`src/sv/mte_pkg.sv`:
```
// shared types and constants for the midi track note-on extractor
// no dependencies; used by mte_parse, mte_out and the top level
`default_nettype none

package mte_pkg;

  // parse position inside the track event stream
  typedef enum logic [2:0] {
    PH_HALTED    = 3'd0,
    PH_DELTA     = 3'd1,
    PH_STATUS    = 3'd2,
    PH_META_TYPE = 3'd3,
    PH_LENGTH    = 3'd4,
    PH_SKIP      = 3'd5,
    PH_DATA1     = 3'd6,
    PH_DATA2     = 3'd7
  } phase_t;

  // start marker codes carried with each byte
  localparam logic [1:0] KIND_CONT  = 2'd0;
  localparam logic [1:0] KIND_TRACK = 2'd1;
  localparam logic [1:0] KIND_FILE  = 2'd2;

  // status bytes and masks
  localparam logic [7:0] ST_SYSEX     = 8'hF0;
  localparam logic [7:0] ST_SYSEX_ESC = 8'hF7;
  localparam logic [7:0] ST_META      = 8'hFF;
  localparam logic [7:0] ST_MTC_QF    = 8'hF1;
  localparam logic [7:0] ST_SONG_POS  = 8'hF2;
  localparam logic [7:0] ST_SONG_SEL  = 8'hF3;
  localparam logic [7:0] ST_TUNE_REQ  = 8'hF6;
  localparam logic [7:0] ST_CLOCK     = 8'hF8;
  localparam logic [7:0] ST_START     = 8'hFA;
  localparam logic [7:0] ST_CONTINUE  = 8'hFB;
  localparam logic [7:0] ST_STOP      = 8'hFC;
  localparam logic [7:0] ST_SENSE     = 8'hFE;
  localparam logic [3:0] CMD_NOTE_ON  = 4'h9;
  localparam logic [3:0] CMD_PROGRAM  = 4'hC;
  localparam logic [3:0] CMD_PRESSURE = 4'hD;
  localparam logic [3:0] CMD_SYSTEM   = 4'hF;

  localparam int unsigned TICK_W  = 32;
  localparam int unsigned QTY_W   = 28;
  localparam int unsigned BYTE_W  = 8;
  localparam logic [1:0]  QTY_MAX_BYTES = 2'd3;

  // one result beat
  typedef struct packed {
    logic              event_valid;
    logic [TICK_W-1:0] event_tick;
    logic [3:0]        channel;
    logic [BYTE_W-1:0] note;
    logic [BYTE_W-1:0] velocity;
    logic [TICK_W-1:0] max_tick;
  } result_t;

endpackage

`default_nettype wire

```
`src/sv/mte_parse.sv`:
```
// parse state registers and per-byte next-state logic of the note-on extractor
// depends on mte_pkg
`default_nettype none

module mte_parse (
  input  wire logic                      clk,
  input  wire logic                      rst_n,
  input  wire logic                      byte_en,
  input  wire logic [7:0]                data_byte,
  input  wire logic [1:0]                start_kind,
  output mte_pkg::result_t               result
);

  mte_pkg::phase_t phase_r, phase_nxt;
  logic [31:0] tick_r, tick_nxt;
  logic [31:0] largest_r, largest_nxt;
  logic [7:0]  running_r, running_nxt;
  logic [7:0]  held_r, held_nxt;
  logic [27:0] accum_r, accum_nxt;
  logic [1:0]  qbytes_r, qbytes_nxt;
  logic [27:0] skip_r, skip_nxt;
  logic [7:0]  first_r, first_nxt;

  always_ff @(posedge clk) begin
    if (!rst_n) begin
      phase_r   <= mte_pkg::PH_HALTED;
      tick_r    <= '0;
      largest_r <= '0;
      running_r <= '0;
      held_r    <= '0;
      accum_r   <= '0;
      qbytes_r  <= '0;
      skip_r    <= '0;
      first_r   <= '0;
    end else if (byte_en) begin
      phase_r   <= phase_nxt;
      tick_r    <= tick_nxt;
      largest_r <= largest_nxt;
      running_r <= running_nxt;
      held_r    <= held_nxt;
      accum_r   <= accum_nxt;
      qbytes_r  <= qbytes_nxt;
      skip_r    <= skip_nxt;
      first_r   <= first_nxt;
    end
  end

  always_comb begin
    logic        restart;
    logic [27:0] acc_shift;
    logic [27:0] skip_dec;
    logic [31:0] tick_sum;
    logic [3:0]  cmd;
    logic [3:0]  run_cmd;

    restart = (start_kind == mte_pkg::KIND_TRACK) || (start_kind == mte_pkg::KIND_FILE);

    phase_nxt   = phase_r;
    tick_nxt    = tick_r;
    largest_nxt = largest_r;
    running_nxt = running_r;
    held_nxt    = held_r;
    accum_nxt   = accum_r;
    qbytes_nxt  = qbytes_r;
    skip_nxt    = skip_r;
    first_nxt   = first_r;
    result      = '0;

    // track start clears the position; file start also the maximum
    if (restart) begin
      if (start_kind == mte_pkg::KIND_FILE) begin
        largest_nxt = '0;
      end
      tick_nxt    = '0;
      running_nxt = '0;
      held_nxt    = '0;
      skip_nxt    = '0;
      first_nxt   = '0;
      accum_nxt   = '0;
      qbytes_nxt  = '0;
      phase_nxt   = mte_pkg::PH_DELTA;
    end

    acc_shift = {accum_nxt[20:0], data_byte[6:0]};
    skip_dec  = (skip_nxt != '0) ? skip_nxt - 28'd1 : skip_nxt;
    tick_sum  = tick_nxt + {4'b0, acc_shift};
    cmd       = held_nxt[7:4];
    run_cmd   = running_nxt[7:4];

    case (phase_nxt)
      mte_pkg::PH_DELTA: begin
        accum_nxt = acc_shift;
        if (!data_byte[7]) begin
          tick_nxt = tick_sum;
          if (tick_sum > largest_nxt) begin
            largest_nxt = tick_sum;
          end
          accum_nxt  = '0;
          qbytes_nxt = '0;
          phase_nxt  = mte_pkg::PH_STATUS;
        end else if (qbytes_nxt >= mte_pkg::QTY_MAX_BYTES) begin
          phase_nxt = mte_pkg::PH_HALTED;
        end else begin
          qbytes_nxt = qbytes_nxt + 2'd1;
        end
      end
      mte_pkg::PH_STATUS: begin
        if (!data_byte[7]) begin
          // running status: this byte is the first data byte
          if (running_nxt == '0) begin
            phase_nxt = mte_pkg::PH_HALTED;
          end else begin
            held_nxt  = running_nxt;
            first_nxt = data_byte;
            if (run_cmd == mte_pkg::CMD_PROGRAM || run_cmd == mte_pkg::CMD_PRESSURE) begin
              phase_nxt = mte_pkg::PH_DELTA;
            end else begin
              phase_nxt = mte_pkg::PH_DATA2;
            end
          end
        end else if (data_byte[7:4] != mte_pkg::CMD_SYSTEM) begin
          running_nxt = data_byte;
          held_nxt    = data_byte;
          phase_nxt   = mte_pkg::PH_DATA1;
        end else begin
          case (data_byte)
            mte_pkg::ST_META: phase_nxt = mte_pkg::PH_META_TYPE;
            mte_pkg::ST_SYSEX, mte_pkg::ST_SYSEX_ESC: begin
              running_nxt = '0;
              accum_nxt   = '0;
              qbytes_nxt  = '0;
              phase_nxt   = mte_pkg::PH_LENGTH;
            end
            mte_pkg::ST_MTC_QF, mte_pkg::ST_SONG_SEL: begin
              skip_nxt  = 28'd1;
              phase_nxt = mte_pkg::PH_SKIP;
            end
            mte_pkg::ST_SONG_POS: begin
              skip_nxt  = 28'd2;
              phase_nxt = mte_pkg::PH_SKIP;
            end
            mte_pkg::ST_TUNE_REQ, mte_pkg::ST_CLOCK, mte_pkg::ST_START,
            mte_pkg::ST_CONTINUE, mte_pkg::ST_STOP, mte_pkg::ST_SENSE: begin
              phase_nxt = mte_pkg::PH_DELTA;
            end
            default: phase_nxt = mte_pkg::PH_HALTED;
          endcase
        end
      end
      mte_pkg::PH_META_TYPE: begin
        accum_nxt  = '0;
        qbytes_nxt = '0;
        phase_nxt  = mte_pkg::PH_LENGTH;
      end
      mte_pkg::PH_LENGTH: begin
        accum_nxt = acc_shift;
        if (!data_byte[7]) begin
          skip_nxt   = acc_shift;
          accum_nxt  = '0;
          qbytes_nxt = '0;
          phase_nxt  = (acc_shift == '0) ? mte_pkg::PH_DELTA : mte_pkg::PH_SKIP;
        end else if (qbytes_nxt >= mte_pkg::QTY_MAX_BYTES) begin
          phase_nxt = mte_pkg::PH_HALTED;
        end else begin
          qbytes_nxt = qbytes_nxt + 2'd1;
        end
      end
      mte_pkg::PH_SKIP: begin
        skip_nxt = skip_dec;
        if (skip_dec == '0) begin
          phase_nxt = mte_pkg::PH_DELTA;
        end
      end
      mte_pkg::PH_DATA1: begin
        first_nxt = data_byte;
        if (cmd == mte_pkg::CMD_PROGRAM || cmd == mte_pkg::CMD_PRESSURE) begin
          phase_nxt = mte_pkg::PH_DELTA;
        end else begin
          phase_nxt = mte_pkg::PH_DATA2;
        end
      end
      mte_pkg::PH_DATA2: begin
        if (cmd == mte_pkg::CMD_NOTE_ON && data_byte != '0) begin
          result.event_valid = 1'b1;
          result.event_tick  = tick_nxt;
          result.channel     = held_nxt[3:0];
          result.note        = first_nxt;
          result.velocity    = data_byte;
        end
        phase_nxt = mte_pkg::PH_DELTA;
      end
      default: begin
        // halted: byte ignored
      end
    endcase

    result.max_tick = largest_nxt;
  end

endmodule

`default_nettype wire

```
`src/sv/mte_out.sv`:
```
// result register of the note-on extractor, one beat deep, with ready back-pressure
// depends on mte_pkg
`default_nettype none

module mte_out (
  input  wire logic                      clk,
  input  wire logic                      rst_n,
  input  wire logic                      load,
  input  wire mte_pkg::result_t          result_in,
  input  wire logic                      take,
  output logic                           space,
  output logic                           valid,
  output mte_pkg::result_t               result_out
);

  logic             valid_r;
  mte_pkg::result_t data_r;

  // free when empty or when the held beat leaves this cycle
  assign space = !valid_r || take;

  always_ff @(posedge clk) begin
    if (!rst_n) begin
      valid_r <= 1'b0;
    end else if (load) begin
      valid_r <= 1'b1;
    end else if (take) begin
      valid_r <= 1'b0;
    end
  end

  always_ff @(posedge clk) begin
    if (load) begin
      data_r <= result_in;
    end
  end

  assign valid      = valid_r;
  assign result_out = data_r;

endmodule

`default_nettype wire

```
`src/sv/midi_track_note_on_extractor_top.sv`:
```
// top level of the midi track note-on extractor
// instantiates mte_parse and mte_out; depends on mte_pkg
`default_nettype none

// usage
//   in channel: one track byte per beat in in_tdata, with in_tuser marking
//   continue (0), first byte of a new track (1) or of a new file (2); code 3
//   counts as continue
//   out channel: exactly one result beat per input beat, in order; out_tuser
//   flags a note-on with nonzero velocity, out_tdata carries tick, channel,
//   note, velocity (zero unless flagged) and the running file-wide max tick
//   a byte's result is registered and shown in the cycle after it is taken
//   throughput: one byte per cycle with out_tready high; the parse state
//   updates in one pass of logic; the result sits in one output register
//   stall: while the output register holds a beat that out_tready does not
//   take, in_tready is low; when out_tready is high a new byte enters in the
//   same cycle as the held beat leaves, so no bubble appears
//   reset: parsing is halted until the first track start, ticks and running
//   status are zero, the output register is empty
//   parse errors (overlong quantity, data with no running status, undefined
//   system status) halt until the next track start; results then carry only
//   the max tick

module midi_track_note_on_extractor_top (
  input  wire logic        clk,
  input  wire logic        rst_n,
  input  wire logic        in_tvalid,
  output logic             in_tready,
  input  wire logic [7:0]  in_tdata,   // [7:0] data_byte
  input  wire logic [1:0]  in_tuser,   // [1:0] start_kind
  output logic             out_tvalid,
  input  wire logic        out_tready,
  output logic [87:0]      out_tdata,  // [31:0] event_tick, [35:32] channel,
                                       // [43:36] note, [51:44] velocity,
                                       // [83:52] max_tick, [87:84] zero
  output logic [0:0]       out_tuser   // [0] event_valid
);

  logic             in_beat;
  logic             out_space;
  mte_pkg::result_t parse_result;
  mte_pkg::result_t held_result;

  // byte taken when the output register has room this cycle
  assign in_tready = out_space;
  assign in_beat   = in_tvalid && in_tready;

  mte_parse u_parse (
    .clk        (clk),
    .rst_n      (rst_n),
    .byte_en    (in_beat),
    .data_byte  (in_tdata),
    .start_kind (in_tuser),
    .result     (parse_result)
  );

  mte_out u_out (
    .clk        (clk),
    .rst_n      (rst_n),
    .load       (in_beat),
    .result_in  (parse_result),
    .take       (out_tready),
    .space      (out_space),
    .valid      (out_tvalid),
    .result_out (held_result)
  );

  // pack result fields, first field lowest
  assign out_tdata = {4'b0000, held_result.max_tick, held_result.velocity,
                      held_result.note, held_result.channel, held_result.event_tick};
  assign out_tuser = held_result.event_valid;

`ifndef SYNTHESIS
  // a flagged note-on never carries zero velocity
  a_vel_nonzero: assert property (@(posedge clk) disable iff (!rst_n)
    out_tvalid && out_tuser[0] |-> out_tdata[51:44] != 8'd0)
    else $error("note-on beat with zero velocity");

  // the first byte of a track can never complete a note-on
  a_no_event_on_start: assert property (@(posedge clk) disable iff (!rst_n)
    in_beat && (in_tuser == mte_pkg::KIND_TRACK || in_tuser == mte_pkg::KIND_FILE)
    |=> out_tvalid && !out_tuser[0])
    else $error("note-on reported on a track start byte");

  // a file start with a continuing delta byte leaves the max tick cleared
  a_file_clears_max: assert property (@(posedge clk) disable iff (!rst_n)
    in_beat && in_tuser == mte_pkg::KIND_FILE && in_tdata[7]
    |=> out_tvalid && out_tdata[83:52] == 32'd0)
    else $error("max tick not cleared at file start");

  // each accepted byte leaves a result beat waiting
  a_beat_loaded: assert property (@(posedge clk) disable iff (!rst_n)
    in_beat |=> out_tvalid)
    else $error("accepted byte produced no result beat");
`endif

endmodule

`default_nettype wire
```
`config.mk`:
```
export PLATFORM = sky130hd
export DESIGN_NAME = midi_track_note_on_extractor_top
export DESIGN_NICKNAME = d
export VERILOG_FILES = /design/src/sv/mte_pkg.sv /design/src/sv/mte_parse.sv /design/src/sv/mte_out.sv /design/src/sv/midi_track_note_on_extractor_top.sv
export SDC_FILE = /design/constraint.sdc
export NUM_CORES = 1
export LEC_CHECK = 0
export ABC_AREA = 0
export BUFFER_PORTS_ARGS = -buffer_cell sky130_fd_sc_hd__clkbuf_2
export CAP_MARGIN = 20
export CELL_PAD_IN_SITES_DETAIL_PLACEMENT = 1
export CELL_PAD_IN_SITES_GLOBAL_PLACEMENT = 2
export CORE_ASPECT_RATIO = 0.75
export CORE_MARGIN = 3
export CORE_UTILIZATION = 35
export CTS_BUF_LIST = sky130_fd_sc_hd__clkbuf_16
export DETAILED_ROUTE_END_ITERATION = 6
export PLACE_DENSITY_LB_ADDON = 0.1
export SETUP_SLACK_MARGIN = 0.4
export SYNTH_ARGS = -nofsm -noshare
export SYNTH_HDL_FRONTEND = slang
export SYNTH_HIERARCHICAL = 1
export SYNTH_SLANG_ARGS = --single-unit
export TNS_END_PERCENT = 20
```
`constraint.sdc`:
```
create_clock -name clk -period 7.21 [get_ports clk]
set_input_delay 0.3605 -clock clk [delete_from_list [all_inputs] [get_ports clk]]
set_output_delay 0.3605 -clock clk [all_outputs]
set_load 0.02 [all_outputs]
```
==> flow_metrics.py, run 1 <==
metrics = {
    "status": {
        "run_status": "finished, final reports clean",
    },
    "sta": {
        "fin_crit_sh": 0.860,
        "postLayoutSetupSlackWorst_ns": 1.01,
        "setup_total_negative_slack_ns": 0,
        "timing.fmax_mhz": 161,
        "tightest_slew_ns": 1.13,
        "maxSlewHeadroom": 0.245,
        "fin_skew_ns": 0.0257,
        "timing.final.hold_violations": 0,
        "final-max-slew-violation-count": 0,
        "finalCriticalPeriod_ns": 6.20,
        "setup-violations-final": 0,
        "rsz0062_at_grt": "false",
        "worst_hold_margin_ns": 0.0886,
    },
    "die": {
        "core_area_um2": 37600,
        "die-width_um": 233,
        "placement_rows": 61,
        "die-area_um2": 41100,
        "start_util": 0.360,
        "die_y_um": 176,
        "pin_count": 105,
    },
    "synth": {
        "dominantRegCellSynth": "sky130_fd_sc_hd__dfxtp_1",
        "number_of_enable_type_register_cells_in_the_synthesized_netlist": 85,
        "synth-warning-count": 6,
        "synthesized_instance_count": 1569,
        "yosys.cell_count.top_type": "sky130_fd_sc_hd__nand2_1",
        "avgSynthCellArea_um2": 8.63,
        "yosys_register_bits": 228,
        "netlist_top_cells_count": "166 x sky130_fd_sc_hd__nand2_1, 145 x sky130_fd_sc_hd__nor2_1, 143 x sky130_fd_sc_hd__dfxtp_1",
        "synth_largest_area_cell": "sky130_fd_sc_hd__dfxtp_1",
        "yosysSeqAreaShare": 0.400,
        "area_share_of_the_largest_cell_type_after_synthesis": 0.211,
        "synth.lib_cells_used.distinct": 92,
        "yosys-top-cells-area": "sky130_fd_sc_hd__dfxtp_1 21%, sky130_fd_sc_hd__edfxtp_1 19%, sky130_fd_sc_hd__ha_1 5.3%",
        "postSynth.asyncResetShare": 0,
        "netlist_area_um2": 13500,
    },
    "drt": {
        "final_antenna_net_count": 0,
        "detail_route.wirelength_um": 48600,
        "detailedRoute.firstIterationViolations": 943,
        "vias_per_cell": 5.76,
        "post-route-drc-count": 0,
        "drt-wirelength-per-cell_um": 22.7,
        "num_vias": 12337,
        "drt_pre_antenna_iters": 5,
    },
    "clocking": {
        "numClockSinks": 228,
        "post_cts_buffers": 0,
        "cts_tree": "built",
        "cts_repair_resize_count": 0,
        "clk_transition_reported_paths_ns": 0.06,
        "clk_latency_ns": 0.57,
        "clock_tree.htree_level_count": 1,
        "ctsHoldBuffers": 0,
        "cts-buffers-inserted": 26,
        "clk_buf_depth": 3,
        "cts_root_buffer": "sky130_fd_sc_hd__clkbuf_16",
    },
    "global_route": {
        "grt_use_total": 0.235,
        "grtUsageMet3": 0.0352,
        "grt_max_degree": 77,
        "global_route_overflow": 0,
        "grt_first_pass_wirelength_um": 75400,
        "grt_pass1_vias": 12134,
        "groute.layer.met2.usage": 0.349,
        "grt.met1_usage": 0.362,
        "global_routing_s_busiest_layer": "met1",
        "grt_antenna_before_repair": 0,
    },
    "power_and_ir_drop": {
        "power_mw": 3.37,
        "vdd_ir_drop_max_mv": 0.159,
        "cellPowerDensity_nw_per_um2": 219,
        "cellLeakagePower_nw": 6.22,
    },
    "finish": {
        "fillCellCount": 4397,
        "final_core_util": 0.410,
        "final_design_area_no_fill_um2": 15400,
        "antenna_cells_inserted": 0,
        "num-nets-final": 1690,
        "drive_gt1_frac": 0.134,
        "non_filler_instance_count_after_layout": 2142,
        "area_growth_pct": 13.8,
    },
    "setup_path": {
        "timing.reg2reg.worst_path_depth": 21,
        "critPathArrivalTime_ns": 6.69,
        "critical_path_class": "in -> reg",
        "worst-r2r-setup-slack_ns": 1.16,
        "worstReg2RegStart": "u_parse/tick_r[0]$_SDFFE_PN0P_",
        "endpoint": "u_parse/largest_r[19]$_SDFFE_PN0P_",
        "cp_max_fo": 35,
        "crit_path_end_kind": "flop",
        "cp-start-kind": "input port",
        "crit_required_ns": 7.70,
        "critPathLaunch": "in_tuser[0]",
        "r2r_end": "u_parse/largest_r[19]$_SDFFE_PN0P_",
    },
    "place": {
        "dp_slack_ns": 0.583,
        "place.port_buffers": 100,
        "placed_instance_area_um2": 14500,
        "gp_congestion": 0.852,
        "place_inst": 2095,
        "hpwl_um": 33900,
    },
    "flow_run": {
        "maxCapViolations": 0,
    },
    "worst_hold_path": {
        "path_type_of_the_worst_min_delay_path": "in -> reg",
    },
}
==> per-layer routing <==
| metal | vias up | wire length [um] |
|---|---|---|
| li1 | 5848 | - |
| met1 | 6129 | 24800 |
| met2 | 315 | 20400 |
| met3 | 45 | 2550 |
| met4 | 0 | 780 |
| met5 | - | 0 |
==> kinds of logic after synthesis <==
group | count (synthesis) | synth area share
XOR/XNOR | 47 | 0.0304
buffers and inverters | 147 | 0.0459
AO/OA/AOI/OAI | 481 | 0.241
other | 1 | 0.000277
AND/OR/NAND/NOR | 594 | 0.219
multiplexers | 12 | 0.00896
adder cells (fa/ha/maj) | 59 | 0.0541
flip-flops | 228 | 0.400
==> critical path, stage by stage <==
cell and delay [ns]:
sky130_fd_sc_hd__clkbuf_2 0.08, sky130_fd_sc_hd__inv_1 0.06, sky130_fd_sc_hd__ha_4 0.48, sky130_fd_sc_hd__and2_1 0.18, sky130_fd_sc_hd__ha_1 0.21, sky130_fd_sc_hd__ha_1 0.22, sky130_fd_sc_hd__a21oi_1 0.07, sky130_fd_sc_hd__o22a_1 0.22
sky130_fd_sc_hd__a2111oi_4 0.43, sky130_fd_sc_hd__o21ai_2 0.19, sky130_fd_sc_hd__a211oi_1 0.45, sky130_fd_sc_hd__a211oi_1 0.17, sky130_fd_sc_hd__a21oi_1 0.19, sky130_fd_sc_hd__xor2_1 0.50, sky130_fd_sc_hd__ha_1 0.26, sky130_fd_sc_hd__nand4_1 0.12
sky130_fd_sc_hd__nor4_1 0.81, sky130_fd_sc_hd__and2_1 0.28, sky130_fd_sc_hd__a221oi_2 0.08, sky130_fd_sc_hd__buf_4 0.21, sky130_fd_sc_hd__or2_1 0.33, sky130_fd_sc_hd__nor3_1 0.33, sky130_fd_sc_hd__buf_4 0.26, sky130_fd_sc_hd__a22o_1 0.17
==> worst min-delay path by stage <==
stage                                          from                               to  slack [ns]  cells after the start
finish                                   out_tready         u_out/valid$_SDFFE_PN0P_        0.09                      3
global route                             out_tready         u_out/valid$_SDFFE_PN0P_        0.07                      3
CTS                                      out_tready         u_out/valid$_SDFFE_PN0P_        0.06                      3
detailed placement  u_parse/first_r[7]$_SDFFE_PN0P_  u_parse/first_r[7]$_SDFFE_PN0P_        0.45                      2
global placement    u_parse/first_r[7]$_SDFFE_PN0P_  u_parse/first_r[7]$_SDFFE_PN0P_        0.45                      2
floorplan           u_parse/tick_r[23]$_SDFFE_PN0P_  u_parse/tick_r[23]$_SDFFE_PN0P_        0.43                      2
==> layout make-up <==
type	instances	area, um^2	area share
Tap cell	504	631	0.0409
Clock buffer	26	651	0.0422
Inverter	28	105	0.00682
Clock inverter	21	267	0.0173
Sequential cell	228	5420	0.351
Multi-Input combinational cell	1197	7550	0.490
Timing Repair Buffer	138	798	0.0518
==> power by group <==
group	switching, mW	internal [mW]
logic	0.348	0.150
registers	0.0358	1.38
clock network	0.580	0.871
total	0.964	2.40
==> state kept, by name (all words and copies together) (netlist names) <==
signal	count
u_parse/phase_r	3
u_parse/accum_r	21
u_parse/qbytes_r	2
u_parse/running_r	8
u_parse/held_r	8
u_parse/first_r	8
u_out/valid	1
u_parse/skip_r	28
u_parse/tick_r	32
u_out/result_out	85
u_parse/largest_r	32
==> cells in the final DEF (no fill, tap or decap), drive strengths merged, types with 10 or more instances in the layout <==
master  netlist  routed
buf          31      38
a21boi       10      10
a311oi       14      14
dfxtp       143     143
nor3         30      30
o211ai       10      10
and2        105     105
o21ai       101     101
nor4         20      20
nand3        45      45
a22oi        64      64
and3         13      13
nor2        145     145
nand2       167     167
inv          28      32
a21o         33      33
clkbuf       88     126
a211oi       16      16
xnor2        28      28
edfxtp       85      85
ha           57      57
a31oi        24      24
a22o         26      26
nand4        14      14
mux2i        11      11
xor2         19      19
a21oi       104     104
No activity file was read; power rests on OpenSTA's default activity.
==> run 2: changes to the inputs <==
--- a/config.mk
+++ b/config.mk
@@ -11,7 +11,7 @@
 export CELL_PAD_IN_SITES_DETAIL_PLACEMENT = 1
 export CELL_PAD_IN_SITES_GLOBAL_PLACEMENT = 2
 export CORE_ASPECT_RATIO = 0.75
-export CORE_MARGIN = 3
+export CORE_MARGIN = 4
 export CORE_UTILIZATION = 35
 export CTS_BUF_LIST = sky130_fd_sc_hd__clkbuf_16
 export DETAILED_ROUTE_END_ITERATION = 6
==> run 2 against run 1 <==
Via count is 0.32% higher. Largest cell class unchanged. Sequential cell count stayed put. Highest routed layer unchanged. Non-clock buffer count is 4 lower. Worst hold slack better by 0.0076 ns. Utilization is 0.80 points lower. Count of clock-buffer cells in the layout is 1 higher. Combinational power is 2% higher. Largest power group is now sequential cells. Fmax is 1.1% higher.
==> flow_metrics.py, run 2 (same netlist as run 1, synthesis figures left out) <==
metrics = {
    "status": {
        "run_status": "finished, final reports clean",
    },
    "die": {
        "pin_count": 105,
        "core_area_um2": 38200,
        "start_util": 0.354,
        "die-width_um": 235,
        "die-area_um2": 41900,
        "placement_rows": 62,
        "die_y_um": 178,
    },
    "drt": {
        "drt-wirelength-per-cell_um": 22.4,
        "num_vias": 12376,
        "post-route-drc-count": 0,
        "drt_pre_antenna_iters": 5,
        "detailedRoute.firstIterationViolations": 938,
        "detail_route.wirelength_um": 48100,
        "vias_per_cell": 5.76,
        "final_antenna_net_count": 0,
    },
    "clocking": {
        "cts_repair_resize_count": 0,
        "cts-buffers-inserted": 27,
        "cts_tree": "built",
        "clk_transition_reported_paths_ns": 0.06,
        "cts_root_buffer": "sky130_fd_sc_hd__clkbuf_16",
        "numClockSinks": 228,
        "clk_buf_depth": 3,
        "post_cts_buffers": 0,
        "ctsHoldBuffers": 0,
        "clk_latency_ns": 0.56,
        "clock_tree.htree_level_count": 1,
    },
    "sta": {
        "fin_crit_sh": 0.851,
        "setup-violations-final": 0,
        "tightest_slew_ns": 1.00,
        "timing.fmax_mhz": 163,
        "setup_total_negative_slack_ns": 0,
        "final-max-slew-violation-count": 0,
        "finalCriticalPeriod_ns": 6.13,
        "rsz0062_at_grt": "false",
        "maxSlewHeadroom": 0.331,
        "timing.final.hold_violations": 0,
        "fin_skew_ns": 0.0195,
    },
    "place": {
        "hpwl_um": 33900,
        "gp_congestion": 0.864,
        "place.port_buffers": 100,
        "placed_instance_area_um2": 14500,
    },
    "finish": {
        "most_frequent_standard_cell_in_the_layout_excluding_fill_and_tap_cells": "sky130_fd_sc_hd__nand2_1",
        "largest_register_ff_count": 85,
        "num-nets-final": 1687,
        "final_design_area_no_fill_um2": 15400,
        "antenna_cells_inserted": 0,
        "area_growth_pct": 13.4,
        "mostFrequentLayoutCells": "166 x sky130_fd_sc_hd__nand2_1, 144 x sky130_fd_sc_hd__nor2_1, 143 x sky130_fd_sc_hd__dfxtp_1, 103 x sky130_fd_sc_hd__and2_1, 101 x sky130_fd_sc_hd__a21oi_1",
        "drive_gt1_frac": 0.128,
    },
    "setup_path": {
        "worstReg2RegStart": "u_parse/tick_r[0]$_SDFFE_PN0P_",
        "crit_path_frequent_cell": "sky130_fd_sc_hd__buf_4",
        "cp_max_fo": 35,
        "r2r_end": "u_parse/largest_r[22]$_SDFFE_PN0P_",
        "timing.critical_path.slowest_cell_delay_ns": 0.62,
        "critPathArrivalTime_ns": 6.62,
        "path_cells": "clkbuf_2, inv_1, ha_4, buf_4, and2_1, ha_1, a21o_1, a21o_1, a21oi_1, o21ai_0, a31oi_1, nand3_1, xnor2_1, ha_1, nand2_1, nor4_1, buf_4, and2_1, a221oi_2, buf_4, or2_1, nor3_1, buf_4, a22o_1",
        "crit_slowest_cell": "sky130_fd_sc_hd__a31oi_1",
        "timing.reg2reg.worst_path_depth": 23,
        "crit_path_end_kind": "flop",
        "critical_path_class": "in -> reg",
        "crit_required_ns": 7.70,
        "worst-r2r-setup-slack_ns": 1.47,
        "cp-start-kind": "input port",
    },
    "flow_run": {
        "maxCapViolations": 0,
    },
    "global_route": {
        "grt_antenna_before_repair": 0,
        "grt_first_pass_wirelength_um": 75200,
        "global_route_overflow": 0,
        "grt_max_degree": 65,
        "grt_use_total": 0.225,
        "grt_pass1_vias": 12177,
    },
    "worst_hold_path": {
        "min_to": "u_out/valid$_SDFFE_PN0P_",
        "path_type_of_the_worst_min_delay_path": "in -> reg",
        "hold-path-cell-count": 3,
        "hold_path.startpoint": "out_tready",
    },
    "power_and_ir_drop": {
        "power_mw": 3.26,
        "cellLeakagePower_nw": 6.22,
        "cellPowerDensity_nw_per_um2": 212,
        "vdd_ir_drop_max_mv": 0.149,
    },
}
## run 2: cell types whose count changed in the layout (fill, tap and decap cells not counted)
cell and delta:
sky130_fd_sc_hd__buf_4 -7, sky130_fd_sc_hd__clkinv_1 -2, sky130_fd_sc_hd__buf_12 +3, sky130_fd_sc_hd__clkinvlp_4 -1
sky130_fd_sc_hd__inv_1 +10, sky130_fd_sc_hd__bufinv_16 -3, sky130_fd_sc_hd__clkinv_8 -1, sky130_fd_sc_hd__clkinv_2 -1
sky130_fd_sc_hd__clkbuf_16 +1, sky130_fd_sc_hd__clkinv_4 -1
## run 2: area by class of cell
class,instances,area (um^2)
clock buffer,27,676
clock inverter,22,169
fill,4484,22900
inverter,28,105
multi-input combinational,1197,7550
sequential,228,5420
tap,512,641
timing repair buffer,134,806
## run 2: power breakdown
group / switching [mW] / total [mW] / internal, mW / leakage, nW
sequential: 0.0347 / 1.42 / 1.38 / 2.02
clock: 0.554 / 1.33 / 0.779 / 0.463
combinational: 0.353 / 0.506 / 0.153 / 3.73
total: 0.941 / 3.26 / 2.32 / 6.22
## run 2: worst max-delay path by stage
stage | startpoint | to | slack [ns] | cells after the start
finish | in_tuser[0] | u_parse/largest_r[22]$_SDFFE_PN0P_ | 1.08 | 24
global route | in_tuser[0] | u_parse/largest_r[22]$_SDFFE_PN0P_ | 0.66 | 24
CTS | in_tuser[0] | u_parse/largest_r[22]$_SDFFE_PN0P_ | 1.23 | 24
detailed placement | in_tuser[0] | u_out/result_out[22]$_DFFE_PP_ | 0.71 | 24
global placement | in_tuser[0] | u_out/result_out[24]$_DFFE_PP_ | 0.84 | 24
floorplan | in_tuser[0] | u_out/result_out[27]$_DFFE_PP_ | 0.72 | 31
## run 2: layer usage
metal | up-vias | wire length [um] | global-route usage | part of all wire
li1 | 5863 | - | - | -
met5 | - | 0 | 0 | 0
met1 | 6169 | 25000 | 0.353 | 0.52
met4 | 0 | 730 | 0.0357 | 0.015
met2 | 300 | 19900 | 0.329 | 0.41
met3 | 44 | 2420 | 0.0365 | 0.050
## run 2: critical path, delay by kind of cell
family / cells / cell delay [ns]
AO/OA/AOI/OAI: 7 / 1.69
AND/OR/NAND/NOR: 7 / 1.71
XOR/XNOR: 1 / 0.58
adder cells (fa/ha/maj): 3 / 1.07
buffers and inverters: 6 / 1.15
## run 2: through the flow
step	instances	hold slack, ns	setup WS [ns]	util
floorplan	1572	0.430	0.724	-
global placement	2099	0.449	0.842	0.379
detailed placement	2099	0.454	0.711	0.379
CTS	2148	0.0655	1.23	0.402
global route	2148	0.0964	0.662	0.402
finish	2148	0.0962	1.08	0.402
